File: src/sv/pts_pkg.sv
// Shared constants, types and sequencer state encoding for the priority tick scheduler.
package pts_pkg;

    localparam int NUM_TASKS = 4;
    localparam int TASK_W    = 2;
    localparam int PRIO_W    = 16;
    localparam int SLICE_W   = 18;
    localparam int OUT_SL_W  = 17;
    localparam int TICK_W    = 32;
    localparam int CFG_IDX_W = 3;

    localparam logic signed [SLICE_W-1:0] SLICE_MIN  = -18'sd65536;
    localparam logic signed [SLICE_W-1:0] SLICE_ZERO = '0;
    localparam logic [TASK_W-1:0]         IDX_LAST   = TASK_W'(NUM_TASKS - 1);

    typedef enum logic [2:0] {
        ST_IDLE,
        ST_DEC,
        ST_CHK,
        ST_SCAN,
        ST_RINIT,
        ST_RLD,
        ST_FIN
    } state_t;

    typedef struct packed {
        logic              busy;
        logic              accept;
        logic              dec;
        logic              chk;
        logic              scan;
        logic              rinit;
        logic              rld;
        logic              fin;
        logic [TASK_W-1:0] idx;
    } ctrl_t;

    typedef struct packed {
        logic irq;
        logic gt;
        logic best_zero;
    } stat_t;

endpackage

File: src/sv/priority_tick_task_scheduler.sv
// Top level of the priority tick scheduler: task state, shared comparator and sequencer.
//
// One tick is taken when start is high and busy is low, and its result appears on
// done for exactly one cycle. A tick during an interrupt only decrements the running
// task's slice; else the task is kept while its slice is above zero, or the four slices
// are scanned and, when every slice is used up, all are reloaded. The sequencer visits
// one task per cycle through a single shared signed comparator. The receiver cannot
// stall a result, and results are held in output registers, so a new tick may start
// in the cycle that done is shown. Configuration writes are always ready and must only
// be issued while no tick is in progress; each write with an index below four also
// reloads that task's slice, and writes to other indexes are ignored.
module priority_tick_task_scheduler (
    input  logic                                  clk,
    input  logic                                  rst_n,
    input  logic                                  start,
    output logic                                  busy,
    input  logic                                  in_interrupt,
    output logic                                  done,
    output logic [pts_pkg::TASK_W-1:0]            running_task,
    output logic signed [pts_pkg::OUT_SL_W-1:0]   slice_left,
    output logic [pts_pkg::TICK_W-1:0]            tick_total,
    output logic                                  switched,
    input  logic                                  cfg_valid,
    output logic                                  cfg_ready,
    input  logic [pts_pkg::CFG_IDX_W-1:0]         cfg_index,
    input  logic [pts_pkg::PRIO_W-1:0]            cfg_data
);

    pts_pkg::ctrl_t ctrl;
    pts_pkg::stat_t stat;

    logic [pts_pkg::PRIO_W-1:0]          prio_reg   [pts_pkg::NUM_TASKS];
    logic signed [pts_pkg::SLICE_W-1:0]  slices_reg [pts_pkg::NUM_TASKS];

    logic [pts_pkg::TASK_W-1:0]          cur_reg;
    logic [pts_pkg::TASK_W-1:0]          cur_next;
    logic [pts_pkg::TASK_W-1:0]          before_reg;
    logic                                irq_reg;
    logic [pts_pkg::TICK_W-1:0]          tick_reg;
    logic signed [pts_pkg::SLICE_W-1:0]  best_reg;
    logic signed [pts_pkg::SLICE_W-1:0]  best_next;

    logic                                done_reg;
    logic [pts_pkg::TASK_W-1:0]          task_out_reg;
    logic signed [pts_pkg::OUT_SL_W-1:0] slice_out_reg;
    logic [pts_pkg::TICK_W-1:0]          tick_out_reg;
    logic                                sw_out_reg;

    logic [pts_pkg::TASK_W-1:0]          slice_addr;
    logic [pts_pkg::TASK_W-1:0]          prio_addr;
    logic signed [pts_pkg::SLICE_W-1:0]  slice_rd;
    logic [pts_pkg::PRIO_W-1:0]          prio_rd;
    logic signed [pts_pkg::SLICE_W-1:0]  prio_rd_ext;
    logic                                gt;
    logic                                cfg_we;

    assign cfg_ready = 1'b1;
    assign cfg_we    = cfg_valid && cfg_ready &&
                       (cfg_index < pts_pkg::CFG_IDX_W'(pts_pkg::NUM_TASKS));

    pts_ctrl u_ctrl (
        .clk   (clk),
        .rst_n (rst_n),
        .start (start),
        .stat  (stat),
        .ctrl  (ctrl)
    );

    assign slice_addr  = ctrl.scan ? ctrl.idx : cur_reg;
    assign prio_addr   = ctrl.rld ? ctrl.idx : cur_reg;
    assign slice_rd    = slices_reg[slice_addr];
    assign prio_rd     = prio_reg[prio_addr];
    assign prio_rd_ext = $signed({{(pts_pkg::SLICE_W - pts_pkg::PRIO_W){1'b0}}, prio_rd});

    pts_cmp u_cmp (
        .ctrl     (ctrl),
        .slice_rd (slice_rd),
        .prio_rd  (prio_rd),
        .best     (best_reg),
        .gt       (gt)
    );

    assign stat.irq       = irq_reg;
    assign stat.gt        = gt;
    assign stat.best_zero = (best_reg == pts_pkg::SLICE_ZERO) && !gt;

    always_comb
    begin
        cur_next  = cur_reg;
        best_next = best_reg;
        if (ctrl.chk)
        begin
            best_next = pts_pkg::SLICE_ZERO;
        end
        else if (ctrl.scan && gt)
        begin
            best_next = slice_rd;
            cur_next  = ctrl.idx;
        end
        else if (ctrl.rinit)
        begin
            best_next = prio_rd_ext;
        end
        else if (ctrl.rld && gt)
        begin
            best_next = prio_rd_ext;
            cur_next  = ctrl.idx;
        end
    end

    always_ff @(posedge clk or negedge rst_n)
    begin
        if (!rst_n)
        begin
            for (int i = 0; i < pts_pkg::NUM_TASKS; i++)
            begin
                prio_reg[i]   <= '0;
                slices_reg[i] <= '0;
            end
            cur_reg    <= '0;
            before_reg <= '0;
            irq_reg    <= 1'b0;
            tick_reg   <= '0;
            best_reg   <= '0;
            done_reg   <= 1'b0;
        end
        else
        begin
            cur_reg  <= cur_next;
            best_reg <= best_next;
            done_reg <= ctrl.fin;
            if (ctrl.accept)
            begin
                before_reg <= cur_reg;
                irq_reg    <= in_interrupt;
                tick_reg   <= tick_reg + 1'b1;
            end
            if (cfg_we)
            begin
                prio_reg[cfg_index[pts_pkg::TASK_W-1:0]]   <= cfg_data;
                slices_reg[cfg_index[pts_pkg::TASK_W-1:0]] <=
                    $signed({{(pts_pkg::SLICE_W - pts_pkg::PRIO_W){1'b0}}, cfg_data});
            end
            else if (ctrl.dec && gt)
            begin
                slices_reg[cur_reg] <= slice_rd - 18'sd1;
            end
            else if (ctrl.rld)
            begin
                slices_reg[ctrl.idx] <= prio_rd_ext;
            end
        end
    end

    always_ff @(posedge clk)
    begin
        if (ctrl.fin)
        begin
            task_out_reg  <= cur_reg;
            slice_out_reg <= slice_rd[pts_pkg::OUT_SL_W-1:0];
            tick_out_reg  <= tick_reg;
            sw_out_reg    <= (cur_reg != before_reg);
        end
    end

    assign busy         = ctrl.busy;
    assign done         = done_reg;
    assign running_task = task_out_reg;
    assign slice_left   = slice_out_reg;
    assign tick_total   = tick_out_reg;
    assign switched     = sw_out_reg;

    a_done_idle: assert property (@(posedge clk) disable iff (!rst_n)
        done |-> !busy)
        else $error("result beat shown while a tick is still in progress");

    a_start_busy: assert property (@(posedge clk) disable iff (!rst_n)
        (start && !busy) |=> busy)
        else $error("accepted tick did not make the block busy");

    a_done_after_busy: assert property (@(posedge clk) disable iff (!rst_n)
        done |-> $past(busy))
        else $error("result beat without a tick in progress");

    a_irq_no_switch: assert property (@(posedge clk) disable iff (!rst_n)
        (ctrl.fin && irq_reg) |-> (cur_reg == before_reg))
        else $error("task changed on a tick taken during an interrupt");

endmodule

File: src/sv/pts_cmp.sv
// Shared signed comparator with operand selection for the decrement, check, scan and reload steps.
module pts_cmp (
    input  pts_pkg::ctrl_t                        ctrl,
    input  logic signed [pts_pkg::SLICE_W-1:0]    slice_rd,
    input  logic [pts_pkg::PRIO_W-1:0]            prio_rd,
    input  logic signed [pts_pkg::SLICE_W-1:0]    best,
    output logic                                  gt
);

    logic signed [pts_pkg::SLICE_W-1:0] op_a;
    logic signed [pts_pkg::SLICE_W-1:0] op_b;
    logic signed [pts_pkg::SLICE_W-1:0] prio_ext;

    assign prio_ext = $signed({{(pts_pkg::SLICE_W - pts_pkg::PRIO_W){1'b0}}, prio_rd});

    always_comb
    begin
        op_a = slice_rd;
        op_b = pts_pkg::SLICE_ZERO;
        if (ctrl.dec)
        begin
            op_b = pts_pkg::SLICE_MIN;
        end
        else if (ctrl.scan)
        begin
            op_b = best;
        end
        else if (ctrl.rld)
        begin
            op_a = prio_ext;
            op_b = best;
        end
    end

    assign gt = op_a > op_b;

endmodule

File: src/sv/pts_ctrl.sv
// Sequencer that steps one tick through decrement, check, scan and reload.
module pts_ctrl (
    input  logic            clk,
    input  logic            rst_n,
    input  logic            start,
    input  pts_pkg::stat_t  stat,
    output pts_pkg::ctrl_t  ctrl
);

    pts_pkg::state_t                state_reg;
    pts_pkg::state_t                state_next;
    logic [pts_pkg::TASK_W-1:0]     idx_reg;
    logic [pts_pkg::TASK_W-1:0]     idx_next;

    always_ff @(posedge clk or negedge rst_n)
    begin
        if (!rst_n)
        begin
            state_reg <= pts_pkg::ST_IDLE;
            idx_reg   <= '0;
        end
        else
        begin
            state_reg <= state_next;
            idx_reg   <= idx_next;
        end
    end

    always_comb
    begin
        state_next = state_reg;
        idx_next   = idx_reg;
        case (state_reg)
            pts_pkg::ST_IDLE:
            begin
                if (start)
                begin
                    state_next = pts_pkg::ST_DEC;
                end
            end
            pts_pkg::ST_DEC:
            begin
                state_next = stat.irq ? pts_pkg::ST_FIN : pts_pkg::ST_CHK;
            end
            pts_pkg::ST_CHK:
            begin
                idx_next   = '0;
                state_next = stat.gt ? pts_pkg::ST_FIN : pts_pkg::ST_SCAN;
            end
            pts_pkg::ST_SCAN:
            begin
                idx_next = idx_reg + 1'b1;
                if (idx_reg == pts_pkg::IDX_LAST)
                begin
                    state_next = stat.best_zero ? pts_pkg::ST_RINIT : pts_pkg::ST_FIN;
                end
            end
            pts_pkg::ST_RINIT:
            begin
                idx_next   = '0;
                state_next = pts_pkg::ST_RLD;
            end
            pts_pkg::ST_RLD:
            begin
                idx_next = idx_reg + 1'b1;
                if (idx_reg == pts_pkg::IDX_LAST)
                begin
                    state_next = pts_pkg::ST_FIN;
                end
            end
            pts_pkg::ST_FIN:
            begin
                state_next = pts_pkg::ST_IDLE;
            end
            default:
            begin
                state_next = pts_pkg::ST_IDLE;
            end
        endcase
    end

    always_comb
    begin
        ctrl        = '0;
        ctrl.idx    = idx_reg;
        ctrl.busy   = (state_reg != pts_pkg::ST_IDLE);
        case (state_reg)
            pts_pkg::ST_IDLE:  ctrl.accept = start;
            pts_pkg::ST_DEC:   ctrl.dec    = 1'b1;
            pts_pkg::ST_CHK:   ctrl.chk    = 1'b1;
            pts_pkg::ST_SCAN:  ctrl.scan   = 1'b1;
            pts_pkg::ST_RINIT: ctrl.rinit  = 1'b1;
            pts_pkg::ST_RLD:   ctrl.rld    = 1'b1;
            pts_pkg::ST_FIN:   ctrl.fin    = 1'b1;
            default:           ctrl.busy   = 1'b1;
        endcase
    end

endmodule
File: config.mk
export PLATFORM = sky130hd
export DESIGN_NAME = priority_tick_task_scheduler
export DESIGN_NICKNAME = d
export VERILOG_FILES = /design/src/sv/pts_pkg.sv /design/src/sv/priority_tick_task_scheduler.sv /design/src/sv/pts_cmp.sv /design/src/sv/pts_ctrl.sv
export SDC_FILE = /design/constraint.sdc
export NUM_CORES = 1
export LEC_CHECK = 0
export BUFFER_PORTS_ARGS = -buffer_cell sky130_fd_sc_hd__buf_2
export CAP_MARGIN = 30
export CORE_ASPECT_RATIO = 0.7
export CORE_MARGIN = 8
export CORE_UTILIZATION = 40
export DETAILED_ROUTE_END_ITERATION = 6
export PLACE_DENSITY = 0.6
export SLEW_MARGIN = 20
export SYNTH_ARGS = -nofsm -noshare
export SYNTH_HDL_FRONTEND = slang
export SYNTH_SLANG_ARGS = --single-unit
File: constraint.sdc
create_clock -name clk -period 12.4 [get_ports clk]
set_input_delay 1.24 -clock clk [delete_from_list [all_inputs] [get_ports clk]]
set_output_delay 1.24 -clock clk [all_outputs]
set_load 0.02 [all_outputs]
==> metrics.txt <==
ys async rst share=79.1%; Fin Clk Skew=0.0177 ns; syn_nets=1295; Post-Synthesis Cells=1247; status=completed; post-route DRC violation count=0; Clock Path Buffers=3; Crit Reg-Reg Startpoint=u_ctrl.state_reg[1]; # rows=55; Setup TNS Final=0 ns; area of the multi-input gates=6060 sq um; sequential share of power=29.7%; CTS tree=built; DP Wirelength=28100 microns; pin count of the biggest net entering global routing=63; Max Slew Vio Count=0; max reg flops=72; root buffer cell=clkbuf_16; Core Area=31900 sq um; Leakage=6.45 nW; Synth top area share=38.4%; number of synthesized flops with an enable pin=52; yosys warns=0; Worst setup SP type=register; Placer Congestion=0.944; hold wc startpoint=tick_reg[31]; max cap viols=0; Post-CTS Setup Repair Bufs=0; Yosys cell types=65; Initial Utilization=40.2%; syn_area_per_cell=10.3 sq um; clk_lat worst skew=0.56 ns; CTS Buf Count=27; Sequential cell area=6490 sq um; final setup vio count=0; Hold Buf Count CTS=0; top cells by area, synth=dfrtp_1 38%, edfxtp_1 12%, nand2_1 8.9%, mux4_2 6.0%, nor2_1 3.0%; P_sw=1.87 mW; CP max FO=34; H-tree Lvls=1; most common cell in the netlist=nand2_1; Syn Std Cell Area=12800 sq um; crit end category=register; Logic pwr share=51.2%; share of layout cells above drive strength 1=19.0%; P per Cell Area=287 nW/um^2; cells resized by post-CTS repair=0; fmax=166 MHz; minimum clock period=6.03 ns; Ports=79; Sw Ratio=44.1%; drt pass-1 iters=5; Port Buffer Count=77; via count=10400; total gr overflow=0; Rel. slew slack=35.0%; antenna violations before repair=0; area leader, netlist=dfrtp_1; part of the Yosys area used for sequential elements=50.6%; worst-case reg-to-reg path depth=17; Overall Global Routing Usage=20.9%; post-DR wirelength/cell=22.8 microns; Routed Antenna Nets=0; first-pass GRT wire length=63000 microns; internal power=2.36 mW; die area=38200 sq um; Seq cells post-synth=249; synth-to-layout area growth=15.0%; Fillers=3023; Iter 0 DRT Violations=1159; part of the cycle the worst path needs=48.6%; RSZ-0062 raised after global routing=false; final WL=40600 microns; Ant. Diodes=0; clk slew on worst S/H paths=0.06 ns; Via density=5.88; vias in the first global route=10300; Synth Flop Type=dfrtp_1; hold path cells=1; die height=166 microns; R2R setup slack=6.37 ns; clock sink count=249; WHS Endpoint=tick_reg[31]; die width=230 microns; FF-to-FF End=slices_reg[28]; Hold/Removal Path Class=reg2reg; total power=4.23 mW; Synth top cells by count=303 x nand2_1, 197 x dfrtp_1, 101 x nor2_1, 58 x a21oi_1, 52 x edfxtp_1; Crit Path Category=reg2reg; crit path launch=u_ctrl.state_reg[1]; Final Net Count=1378; CP arrival=6.50 ns; Final Hold Vio Count=0; Required @ worst endpoint=12.87 ns; Worst Max-Slew Pin Slew=0.975 ns; Worst VDD drop=0.120 mV; clock share of power=19.1%
[layer usage]
layer | vias up | part of all wire [%] | global-route usage [%]
met5 | - | 0 | 0
met4 | 0 | 2.6 | 5.96
met3 | 76 | 8.2 | 4.52
met2 | 473 | 43 | 30.8
met1 | 5246 | 46 | 30.6
li1 | 4648 | - | -
[per-stage QoR]
stage	setup WS (ns)	cells	hold slack, ns	util (%)	cell area, sq um
6_report	6.37	1777	0.468	46.2	14800
5_1_grt	5.94	1777	0.491	46.2	14800
4_1_cts	6.55	1776	0.469	46.2	14700
3_5_place_dp	6.60	1727	0.453	43.4	13900
3_3_place_gp	6.71	1724	0.453	43.2	13800
2_1_floorplan	7.36	1247	0.437	-	12800
[worst max-delay path, cell delays in order (launching register included)]
cell,delay [ns]
dfrtp_1,0.65
nor2b_1,0.13
nand2_1,0.09
buf_4,0.35
mux2i_4,0.29
buf_4,0.44
mux2_2,0.39
o21ai_0,0.50
o21ai_0,0.20
ha_1,0.37
nand4_1,0.15
nor2_1,0.06
and3b_1,0.19
or3_1,0.36
a21oi_1,0.44
nand3_1,0.66
o221a_2,0.52
a21oi_1,0.15
[cell usage in the layout (no fill, tap or decap), types with 10 or more instances in the layout]
| master | n |
|---|---|
| nor2_1 | 101 |
| buf_2 | 76 |
| nand3_1 | 18 |
| a41oi_1 | 12 |
| nand2_1 | 303 |
| nand2b_1 | 10 |
| inv_1 | 19 |
| clkbuf_16 | 27 |
| edfxtp_1 | 52 |
| nand4_1 | 12 |
| mux2_2 | 25 |
| and2_1 | 14 |
| a21oi_1 | 57 |
| nor3_1 | 12 |
| a31oi_1 | 10 |
| o22ai_1 | 12 |
| xor2_1 | 11 |
| o21ai_0 | 34 |
| a221oi_1 | 12 |
| mux4_2 | 34 |
| o221a_2 | 16 |
| xnor2_1 | 39 |
| o2bb2ai_1 | 16 |
| ha_1 | 24 |
| mux2i_1 | 25 |
| dfrtp_1 | 197 |
| buf_4 | 36 |
[area by class of cell]
cell class,instances,share of cell area (%)
clock buffers,34,5.10
clock inverters,15,0.916
flip-flops and latches,249,44.0
repair buffers,115,4.79
inverters,20,0.509
well taps,427,3.62
multi-input cells,917,41.1
[how the worst max path moves through the flow]
stage,slack [ns],end
6_report,6.37,slices_reg[28]
5_1_grt,5.94,slices_reg[28]
4_1_cts,6.55,slices_reg[28]
3_5_place_dp,6.60,slices_reg[26]
3_3_place_gp,6.71,slices_reg[45]
2_1_floorplan,7.36,slices_reg[56]
[cells by family (layout without fill, tap and decap cells)]
logic type | after synthesis | in the layout | share of synthesized area, %
buffers and inverters | 81 | 184 | 2.66
muxes | 89 | 89 | 10.6
adders and majority gates | 24 | 24 | 2.34
xor gates and xnor gates | 50 | 50 | 3.41
DFF | 249 | 249 | 50.6
and+or+nand+nor | 511 | 511 | 17.1
other | 1 | 1 | 0.0292
AOI/OAI and AO/OA | 242 | 242 | 13.2
[power by group through the flow]
stage          Sequential (mW)  Combinational (mW)  Clock [mW]
6_report                  1.26                2.16       0.808
5_1_grt                   1.28                2.34       0.853
4_1_cts                   1.25                2.12       0.824
3_3_place_gp              1.26                2.09           0
2_1_floorplan             1.23                1.46           0
3_5_place_dp              1.26                2.11           0
Power figures use the tool's default switching activity.
